### config.mk
export PLATFORM = sky130hd
export DESIGN_NAME = software_timer_queue_core
export DESIGN_NICKNAME = d
export VERILOG_FILES = /design/src/design/stq_pkg.sv /design/src/design/stq_ctrl.sv /design/src/design/stq_dp.sv /design/src/design/software_timer_queue_core.sv
export SDC_FILE = /design/constraint.sdc
export NUM_CORES = 2
export LEC_CHECK = 0
export ABC_AREA = 1
export BUFFER_PORTS_ARGS = -buffer_cell sky130_fd_sc_hd__buf_2
export CAP_MARGIN = 20
export CORE_UTILIZATION = 60
export DETAILED_ROUTE_END_ITERATION = 8
export PLACE_DENSITY_LB_ADDON = 0.05
export SETUP_SLACK_MARGIN = 0.05
export SYNTH_ARGS = -nofsm -noshare
export SYNTH_HDL_FRONTEND = slang
export SYNTH_SLANG_ARGS = --single-unit
### constraint.sdc
create_clock -name clk -period 9.17 [get_ports clk]
set_input_delay 0.917 -clock clk [delete_from_list [all_inputs] [get_ports clk]]
set_output_delay 0.917 -clock clk [all_outputs]
set_load 0.005 [all_outputs]
### src/design/stq_pkg.sv
// Shared types and constants for the software timer queue.
// Holds the transaction structs, command codes, controller states and control/status structs.
// No dependencies.
package stq_pkg;

	localparam int NUM_TIMERS_DEF = 16;
	localparam int TIME_W         = 48;
	localparam int PERIOD_W       = 32;
	localparam int ID_W           = 4;
	localparam int CMD_W          = 2;

	localparam logic [CMD_W-1:0] CMD_TICK   = 2'd0;
	localparam logic [CMD_W-1:0] CMD_ARM    = 2'd1;
	localparam logic [CMD_W-1:0] CMD_DISARM = 2'd2;

	typedef struct packed {
		logic [CMD_W-1:0]    command;
		logic [ID_W-1:0]     timer_id;
		logic [PERIOD_W-1:0] period_ms;
		logic                repeat_req;
	} req_t;

	typedef struct packed {
		logic [ID_W-1:0] fired_timer;
		logic            still_armed;
		logic            last_event;
	} rsp_t;

	typedef enum logic [1:0] {
		ST_IDLE,
		ST_SCAN,
		ST_DRAIN,
		ST_FIRE
	} state_t;

	// controller -> datapath
	typedef struct packed {
		logic accept;   // transaction taken this cycle
		logic tick_go;  // accepted transaction is a tick
		logic scan_rd;  // issue a timer read this cycle
		logic fire;     // end of a scan pass
	} ctrl_cmd_t;

	// datapath -> controller
	typedef struct packed {
		logic addr_last;
		logic best_valid;
		logic last_evt;
	} dp_stat_t;

endpackage

### src/design/stq_ctrl.sv
// Controller state machine of the software timer queue.
// Sequences scan passes over the timer bank after each tick; depends on stq_pkg.
module stq_ctrl (
	input  logic                clk,
	input  logic                arst_n,
	input  logic                start,
	input  logic                is_tick,
	input  stq_pkg::dp_stat_t   stat,
	output logic                busy,
	output stq_pkg::ctrl_cmd_t  cmd
);

	stq_pkg::state_t state_q, state_nxt;

	always_ff @(posedge clk or negedge arst_n) begin
		if (!arst_n) begin
			state_q <= stq_pkg::ST_IDLE;
		end else begin
			state_q <= state_nxt;
		end
	end

	always_comb begin
		state_nxt = state_q;
		case (state_q)
			stq_pkg::ST_IDLE: begin
				if (start && is_tick) begin
					state_nxt = stq_pkg::ST_SCAN;
				end
			end
			stq_pkg::ST_SCAN: begin
				if (stat.addr_last) begin
					state_nxt = stq_pkg::ST_DRAIN;
				end
			end
			stq_pkg::ST_DRAIN: begin
				state_nxt = stq_pkg::ST_FIRE;
			end
			stq_pkg::ST_FIRE: begin
				if (!stat.best_valid || stat.last_evt) begin
					state_nxt = stq_pkg::ST_IDLE;
				end else begin
					state_nxt = stq_pkg::ST_SCAN;
				end
			end
			default: begin
				state_nxt = stq_pkg::ST_IDLE;
			end
		endcase
	end

	always_comb begin
		busy        = (state_q != stq_pkg::ST_IDLE);
		cmd.accept  = start && (state_q == stq_pkg::ST_IDLE);
		cmd.tick_go = cmd.accept && is_tick;
		cmd.scan_rd = (state_q == stq_pkg::ST_SCAN);
		cmd.fire    = (state_q == stq_pkg::ST_FIRE);
	end

endmodule

### src/design/stq_dp.sv
// Datapath of the software timer queue: time counter, timer memories, flags,
// scan pipeline with minimum-deadline tracker and result register. Depends on stq_pkg.
module stq_dp #(
	parameter int NUM_TIMERS = stq_pkg::NUM_TIMERS_DEF
) (
	input  logic               clk,
	input  logic               arst_n,
	input  stq_pkg::ctrl_cmd_t cmd,
	input  stq_pkg::req_t      request,
	output stq_pkg::dp_stat_t  stat,
	output logic               result_valid,
	output stq_pkg::rsp_t      result
);

	localparam int IDX_W = (NUM_TIMERS > 1) ? $clog2(NUM_TIMERS) : 1;
	localparam int CNT_W = $clog2(NUM_TIMERS + 1);

	logic [stq_pkg::TIME_W-1:0]   now_q;
	logic [stq_pkg::TIME_W-1:0]   dl_mem  [NUM_TIMERS];
	logic [stq_pkg::PERIOD_W-1:0] per_mem [NUM_TIMERS];
	logic [NUM_TIMERS-1:0]        queued_q, repeat_q, done_q;

	logic [IDX_W-1:0]             addr_q;
	logic                         rd_valid_s1;
	logic [IDX_W-1:0]             idx_s1;
	logic [stq_pkg::TIME_W-1:0]   dl_s1;
	logic [stq_pkg::PERIOD_W-1:0] per_s1;

	logic                         best_v_q, best_rep_q, first_q;
	logic [IDX_W-1:0]             best_idx_q;
	logic [stq_pkg::TIME_W-1:0]   best_dl_q;
	logic [stq_pkg::PERIOD_W-1:0] best_per_q;
	logic [CNT_W-1:0]             cnt_q, rem_q, rem;

	logic                         id_ok, do_start, do_stop, elig, pass_clr, fire_hit;
	logic [IDX_W-1:0]             id_idx;

	assign id_ok    = (32'(request.timer_id) < NUM_TIMERS);
	assign id_idx   = IDX_W'(request.timer_id);
	assign do_start = cmd.accept && id_ok && (request.command == stq_pkg::CMD_ARM);
	assign do_stop  = cmd.accept && id_ok && (request.command == stq_pkg::CMD_DISARM);

	// due, not yet fired this tick
	assign elig = rd_valid_s1 && queued_q[idx_s1] && !done_q[idx_s1] && (dl_s1 <= now_q);

	assign fire_hit = cmd.fire && best_v_q;
	assign rem      = first_q ? cnt_q : rem_q;

	always_comb begin
		stat.addr_last  = (addr_q == IDX_W'(NUM_TIMERS - 1));
		stat.best_valid = best_v_q;
		stat.last_evt   = (rem == CNT_W'(1));
	end

	assign pass_clr = cmd.tick_go || (fire_hit && !stat.last_evt);

	// timer memories: one write port, registered read
	always_ff @(posedge clk) begin
		if (do_start) begin
			dl_mem[id_idx]  <= now_q + stq_pkg::TIME_W'(request.period_ms);
			per_mem[id_idx] <= request.period_ms;
		end else if (fire_hit && best_rep_q) begin
			dl_mem[best_idx_q] <= best_dl_q + stq_pkg::TIME_W'(best_per_q);
		end
		dl_s1  <= dl_mem[addr_q];
		per_s1 <= per_mem[addr_q];
		idx_s1 <= addr_q;
	end

	always_ff @(posedge clk or negedge arst_n) begin
		if (!arst_n) begin
			now_q        <= '0;
			queued_q     <= '0;
			repeat_q     <= '0;
			done_q       <= '0;
			addr_q       <= '0;
			rd_valid_s1  <= 1'b0;
			best_v_q     <= 1'b0;
			first_q      <= 1'b0;
			cnt_q        <= '0;
			rem_q        <= '0;
			result_valid <= 1'b0;
		end else begin
			rd_valid_s1  <= cmd.scan_rd;
			result_valid <= fire_hit;
			if (do_start) begin
				queued_q[id_idx] <= 1'b1;
				repeat_q[id_idx] <= request.repeat_req;
			end else if (do_stop) begin
				queued_q[id_idx] <= 1'b0;
			end
			if (cmd.tick_go) begin
				now_q  <= now_q + 1'b1;
				done_q <= '0;
			end
			if (cmd.scan_rd) begin
				addr_q <= addr_q + 1'b1;
			end
			if (elig) begin
				if (!best_v_q || (dl_s1 < best_dl_q)) begin
					best_v_q <= 1'b1;
				end
				if (first_q) begin
					cnt_q <= cnt_q + 1'b1;
				end
			end
			if (fire_hit) begin
				done_q[best_idx_q] <= 1'b1;
				rem_q <= rem - 1'b1;
				if (!best_rep_q) begin
					queued_q[best_idx_q] <= 1'b0;
				end
			end
			if (pass_clr) begin
				addr_q   <= '0;
				best_v_q <= 1'b0;
				first_q  <= cmd.tick_go;
				if (cmd.tick_go) begin
					cnt_q <= '0;
				end
			end
		end
	end

	// best candidate payload; strict less-than keeps the lower index on ties
	always_ff @(posedge clk) begin
		if (elig && (!best_v_q || (dl_s1 < best_dl_q))) begin
			best_idx_q <= idx_s1;
			best_dl_q  <= dl_s1;
			best_per_q <= per_s1;
			best_rep_q <= repeat_q[idx_s1];
		end
		if (fire_hit) begin
			result.fired_timer <= stq_pkg::ID_W'(best_idx_q);
			result.still_armed <= best_rep_q;
			result.last_event  <= stat.last_evt;
		end
	end

	a_done_set: assert property (@(posedge clk) disable iff (!arst_n)
		fire_hit |=> done_q[$past(best_idx_q)])
		else $error("fired timer not marked done");

	a_oneshot_dq: assert property (@(posedge clk) disable iff (!arst_n)
		(fire_hit && !best_rep_q) |=> !queued_q[$past(best_idx_q)])
		else $error("one-shot timer still queued after firing");

	a_now_hold: assert property (@(posedge clk) disable iff (!arst_n)
		!cmd.tick_go |=> $stable(now_q))
		else $error("time advanced without a tick");

	a_strobe_src: assert property (@(posedge clk) disable iff (!arst_n)
		result_valid |-> $past(cmd.fire))
		else $error("result strobe outside pass end");

endmodule

### src/design/software_timer_queue_core.sv
// Top level of the software timer queue: controller plus datapath.
// Depends on stq_pkg, stq_ctrl, stq_dp.
//
//  channel   | handshake                    | payload
//  ----------+------------------------------+-----------------------------
//  request   | start & !busy accepts        | stq_pkg::req_t
//  result    | result_valid, one cycle      | stq_pkg::rsp_t
//
// Start and stop are accepted only while idle and need no scan pass. A tick runs one
// pass per expiry event it gives (at least one pass): each event is one full scan
// of the timer memories, one entry read per cycle, to find the earliest due deadline.
// Results come out in the cycle after each pass ends; the receiver cannot stall them.
// Reset clears time, queued and repeat flags; the timer memories need no clearing.
module software_timer_queue_core #(
	parameter int NUM_TIMERS = stq_pkg::NUM_TIMERS_DEF
) (
	input  logic          clk,
	input  logic          arst_n,
	input  logic          start,
	output logic          busy,
	input  stq_pkg::req_t request,
	output logic          result_valid,
	output stq_pkg::rsp_t result
);

	stq_pkg::ctrl_cmd_t cmd;
	stq_pkg::dp_stat_t  stat;
	logic               is_tick;

	assign is_tick = (request.command == stq_pkg::CMD_TICK);

	stq_ctrl u_ctrl (
		.clk     (clk),
		.arst_n  (arst_n),
		.start   (start),
		.is_tick (is_tick),
		.stat    (stat),
		.busy    (busy),
		.cmd     (cmd)
	);

	stq_dp #(
		.NUM_TIMERS (NUM_TIMERS)
	) u_dp (
		.clk          (clk),
		.arst_n       (arst_n),
		.cmd          (cmd),
		.request      (request),
		.stat         (stat),
		.result_valid (result_valid),
		.result       (result)
	);

endmodule

==> After elaboration in Yosys (flattened, before gate mapping) <==
Memories as Yosys holds them, arrays and structs flattened. A register that Yosys moved wholly into a read port is not among the register bits.
Index checks and enable logic that the tools add are counted.
{ "totals": {"register_bits": 211, "mem_bits_rw": 1280, "out_inout_bits": 8, "n_memories": 2} }
{ "classes": {"n_addsub": 6, "magnitude_cmp": 7, "eq_ne": 9, "n_mux": 39, "bitwise": 6, "n_reduce_logical": 29} }
{ "memory_table": {"columns": ["name", "depth", "word_bits", "rd", "rd_ports_with_merged_regs", "write_ports", "line", "source"], "rows": [
  ["u_dp.dl_mem", 16, 48, 1, 1, 1, "stq_dp.sv:19", "logic [stq_pkg::TIME_W-1:0] dl_mem [NUM_TIMERS];"],
  ["u_dp.per_mem", 16, 32, 1, 1, 1, "stq_dp.sv:20", "logic [stq_pkg::PERIOD_W-1:0] per_mem [NUM_TIMERS];"]
]} }
{ "ops": {"columns": ["operator", "n"], "rows": [
  ["adder 48 x 32 -> 48 bit", 2],
  ["two-way mux 16 bit", 6],
  ["adder 48 x 1 -> 48 bit (second input constant)", 1],
  ["<= comparator 48 bit", 1],
  ["less-than comparator 48 bit", 1],
  ["two-way mux 48 bit", 1],
  ["OR reduction 48 bit", 1],
  ["bitwise AND 16 bit", 2],
  ["NOT 16 bit", 2],
  ["bitwise OR 16 bit", 2],
  ["two-way mux 5 bit", 5],
  ["bitwise mux 16 bit", 1],
  ["less-than comparator 4 x 5 -> 1 bit (second input constant)", 3],
  ["two-way mux 1 bit", 15],
  ["logical AND 1 bit", 14],
  ["binary-select mux 1 bit (select 4 bit)", 3],
  ["two-way mux 4 bit", 3],
  ["demux 1 bit (select 4 bit)", 2],
  ["greater-or-equal comparator 4 x 1 -> 1 bit (second input constant)", 2],
  ["case mux 2 bit (4 select lines)", 1],
  ["nonzero test 2 bit", 4],
  ["== test 2 bit (second input constant)", 3],
  ["adder 5 x 1 -> 5 bit (second input constant)", 1],
  ["== test 5 x 1 -> 1 bit (second input constant)", 1],
  ["11 further kinds", 19]
]} }

==> Logic depth before layout (Yosys ltp) <==
{ "depth": {"word_depth": 11, "ltp_mapped": 18, "mapped_depth_nobuf": 17} }

==> Cells and area by module <==
A second synthesis with hierarchy kept.
{ "hier_totals": {"cells_unflattened": 6104, "hier_area_um2": 68107.8} }
{ "by_module_without_submodules": {"columns": ["module", "instances", "cells_each", "area_each_um2"], "rows": [
  ["stq_dp", 1, 6076, 67893.9],
  ["stq_ctrl", 1, 27, 210.2],
  ["software_timer_queue_core", 1, 1, 3.8]
]} }

==> Least setup slack after synthesis <==
OpenSTA, ideal clock, no wires.
{ "synth_timing": {"path_kind": "reg-to-reg", "startpoint": "register u_dp.now_q[39] (netlist name)", "endpoint": "register u_dp.best_dl_q[0] (netlist name) (enable)", "setup_time_ns": 0.556, "arrival_ns": 5.902, "setup_slack_ns": 2.712, "stages_incl_launch_ff": 14, "period_less_slack_ns": 6.458, "path_cell_list": "dfrtp_1 -> inv_1 -> ha_1 -> nand2_1 -> nor2_1 -> nand3_1 -> nor2_1 -> inv_1 -> nor2_1 -> nand2_1 -> nand2_1 -> clkbuf_1 -> nand2_1 -> a21oi_1"} }
{ "synth_via": {"elab_chain_len": 3} }
{ "synth_rtl": {"columns": ["element", "line", "source"], "rows": [
  ["start: declaration", "stq_dp.sv:18", "logic [stq_pkg::TIME_W-1:0] now_q;"],
  ["start signal: assignment", "stq_dp.sv:93", "now_q <= now_q + 1'b1;"],
  ["<= comparator 48 bit", "stq_dp.sv:44", "assign elig = rd_valid_s1 && queued_q[idx_s1] && !done_q[idx_s1] && (dl_s1 <= now_q);"],
  ["logical AND 1 bit", "stq_dp.sv:44", null],
  ["logical AND 1 bit", "stq_dp.sv:127", "if (elig && (!best_v_q || (dl_s1 < best_dl_q))) begin"],
  ["end signal: assignment", "stq_dp.sv:129", "best_dl_q <= dl_s1;"],
  ["end: declaration", "stq_dp.sv:31", "logic [stq_pkg::TIME_W-1:0] best_dl_q;"]
]} }
Every way passes these cells.
A chain may end at the register's enable or synchronous reset.

==> Final worst setup path <==
{ "layout_timing": {"startpoint": "register u_ctrl.state_q[1]", "endpoint": "memory u_dp.dl_mem[0][7] (netlist name) (enable)"} }
{ "layout_via": {"elab_chain_len": 8} }
{ "layout_rtl": {"columns": ["element", "line", "source"], "rows": [
  ["start: declaration", "stq_ctrl.sv:13", "stq_pkg::state_t state_q, state_nxt;"],
  ["start signal: assignment", "stq_ctrl.sv:17", "state_q <= stq_pkg::ST_IDLE;"],
  ["start signal: assignment", "stq_ctrl.sv:19", "state_q <= state_nxt;"],
  ["== test 2 bit", "stq_ctrl.sv:57", "cmd.fire = (state_q == stq_pkg::ST_FIRE);"],
  ["logical AND 1 bit", "stq_dp.sv:46", "assign fire_hit = cmd.fire && best_v_q;"],
  ["logical AND 1 bit", "stq_dp.sv:62", "end else if (fire_hit && best_rep_q) begin"],
  ["two-way mux 1 bit", "stq_dp.sv:62", null],
  ["two-way mux 1 bit", "stq_dp.sv:59", "if (do_start) begin"],
  ["two-way mux 1 bit (not written as such)", "stq_dp.sv:63", "dl_mem[best_idx_q] <= best_dl_q + stq_pkg::TIME_W'(best_per_q);"],
  ["OR reduction 48 bit (no source line)", null, null],
  ["two-way mux 4 bit (no source line) / two-way mux 1 bit (equally long branches)", null, null],
  ["end: declaration", "stq_dp.sv:19", null]
]} }
Several ways; a longest one is shown, not always the timed one.

==> reports/metrics.cfg <==
[sta]
finalCritPeriodShare=0.5333
tightest_slew_ns=1.126
finClkSkew_ns=0.03858
hold_viol=0
min_period_ns=4.891
setup_tns_ns=0
setup_ws_ns=4.279
drv_slew=0
setup_violations=0
rsz0062_at_grt=no
whs_ns=0.2216
max_freq_mhz=204.5
slew-limit-headroom=0.2432

[floorplan]
rows=123
dieHeight_microns=339.3
ioPinCount=50
start_util=0.6058
die_area_sq_um=115100
die_x_microns=339.3
core-area_sq_um=112700

[routing]
vias=48150
vias_per_cell=6.182
wire_per_inst_microns=24.65
antenna_left=0
drcViolationCount=2
drt_iter0_drc=5564
firstDrtPassIters=9
wirelength_microns=192000

[yosys]
synth-simple-area-share=0.1360
async_flop_share=0.07384
synth.top_cell.area_share=0.6032
netlist_top_cells_area=edfxtp_1, o21ai_0, nor2_1
syn_inst=6141
synth_flop_cell=edfxtp_1
synthMuxAreaShare=0.0002933
synth_fa_ha_area_frac=0.03139
syn_nets=6353
synth_xor_xnor_area_share=0.008213
ys_types=54
synth_top_family_by_area=simple AND/OR/NAND/NOR gates
netlist_area_sq_um=68250
yosysSeqAreaShare=0.6704
synth_compound_area_frac=0.1169
yosys.area.top_type=edfxtp_1
synth-edff-count=1371
avgSynthCellArea_sq_um=11.11
yosysWarnings=0
ys_seq_elements=1571

[power]
p_leak_nw=27.03
peakVddDrop_mv=0.2144
power.density_nw_per_um2=298.5

[clocking]
cts.repair.resized=0
max-clock-path-buffers=3
cts_max_level=4
cts_tree=built
post_cts_buffers=0
clock-sinks=1571
clk_pin_slew_ns=0.07
root_buffer=clkbuf_16
cts_buffers=158
cts_hold_buf=0
clkLatencyLatePin_ns=0.78

[global_routing]
grt_pass1_wl_microns=285300
grt_start_max_net_pins=201
antenna_found_initial=6
grt_usage=0.3327
grt_overflow=0
grt_pass1_vias=44870

[flow_run]
drv_cap=0

[min_path]
hold_class=in2async

[finish]
final_nets=6364
finish.instance_area_sq_um=75370
drive_gt1_frac=0.07018
area_growth_pct=10.44
final_cell_mix=edfxtp_1, nor2_1, nand2_1
final_common_cell=edfxtp_1

[place]
pre_cts_ws_ns=4.055
dp_hpwl_microns=117200
portBuffers=49
placedInstanceArea_sq_um=70120
gp_congestion=1.098

[worst_setup_path]
worstPathRequired_ns=9.58
cp.arrival_ns=5.30
r2r-end=u_dp.dl_mem[0][7]$_DFFE_PP_
reg2reg_setup_slack_ns=4.28
reg2reg_from=u_ctrl.state_q[1]$_DFFE_PN0P_
crit_type=reg2reg
critPathMaxFanout=49
critPathCaptureType=flip-flop
start_kind=flip-flop
rr_worst_depth=13

[outcome]
status=complete, but fails checks
violations=design-rule violations

[through the flow]
stage	total power, mW	std cells	utilization
finish	22.50	7788	0.6690
global route	23.57	7786	0.6690
CTS	22.51	7781	0.6688
detailed placement	16.12	7489	0.6225
global placement	15.99	7487	0.6224
floorplan	13.61	6141	-
[kinds of logic after synthesis]
logic type                 after synthesis
AOI/OAI and AO/OA                     1404
xor gates and xnor gates                64
adders and majority gates              170
buffers and inverters                  661
DFF                                   1571
muxes                                    2
and+or+nand+nor                       2269
[report_power, final]
group / switching [mW] / internal, mW / total, mW / leakage (nW)
sequential: 0.511 / 8.86 / 9.37 / 14.5
clock: 2.74 / 3.69 / 6.43 / 2.54
combinational: 4.88 / 1.82 / 6.70 / 10.0
[cell type report]
class	count	area (sq um)
Sequential cell	1571	45770
Timing Repair Buffer	134	935.9
Antenna cell	4	10.01
Inverter	378	1439
Tap cell	1500	1877
Multi-Input combinational cell	3909	20130
Clock inverter	72	782.0
Fill cell	8625	37280
Clock buffer	220	4431
[metal layers]
metal,up-vias,GRT usage,wire length [microns]
met4,0,0.1124,5757
met3,326,0.04794,16020
met5,-,0,0
li1,21980,-,-
met1,23580,0.4882,81920
met2,2256,0.5145,88280
[how the worst max path moves through the flow]
stage                     depth (start not counted)                            to                          start  slack (ns)
after floorplan                                  13   u_dp.best_dl_q[0]$_DFFE_PP_     u_dp.now_q[39]$_DFFE_PN0P_        2.71
final                                            13   u_dp.dl_mem[0][7]$_DFFE_PP_  u_ctrl.state_q[1]$_DFFE_PN0P_        4.28
after global routing                             13  u_dp.dl_mem[1][41]$_DFFE_PP_  u_ctrl.state_q[1]$_DFFE_PN0P_        4.02
after global placement                           12   u_dp.dl_mem[0][7]$_DFFE_PP_                    request[37]        4.09
after CTS                                        13   u_dp.dl_mem[0][3]$_DFFE_PP_  u_ctrl.state_q[1]$_DFFE_PN0P_        4.31
after detailed placement                         12   u_dp.dl_mem[0][7]$_DFFE_PP_                    request[37]        4.06
[Yosys cell counts (9+ instances only)]
master	n
a21oi_1	165
a31oi_1	20
buf_1	9
buf_2	15
clkbuf_1	257
dfrtp_1	116
dfxtp_1	84
edfxtp_1	1371
ha_1	168
inv_1	370
nand2_1	883
nand3_1	276
nand4_1	40
nor2_1	966
nor3_1	50
nor4_1	11
o211ai_1	40
o21ai_0	814
o221ai_1	125
o22ai_1	200
xor2_1	61
[sequential cells by signal, summed over array words and instances (netlist names), 2 cells and up]
register         count
u_dp.result          6
u_dp.per_mem       512
u_dp.dl_mem        768
u_dp.done_q         16
u_dp.queued_q       16
u_dp.now_q          48
u_dp.dl_s1          48
u_dp.idx_s1          4
u_dp.best_dl_q      48
u_dp.cnt_q           5
u_dp.per_s1         32
u_dp.rem_q           5
u_dp.best_idx_q      4
u_dp.best_per_q     32
u_dp.repeat_q       16
u_dp.addr_q          4
u_ctrl.state_q       2
[critical path: stages, from the launching register on]
cell and delay (ns):
dfrtp_1 0.38, inv_1 0.15, ha_1 0.24, nand2_2 0.11, nor3_4 0.60, nor3_4 0.03, buf_4 0.35, inv_2 0.11
buf_4 0.35, nand2_1 0.08, o21ai_0 0.15, nand3_1 0.38, nor2_4 0.83, buf_4 0.63
Note: power is estimated with default switching activity, not from simulation.
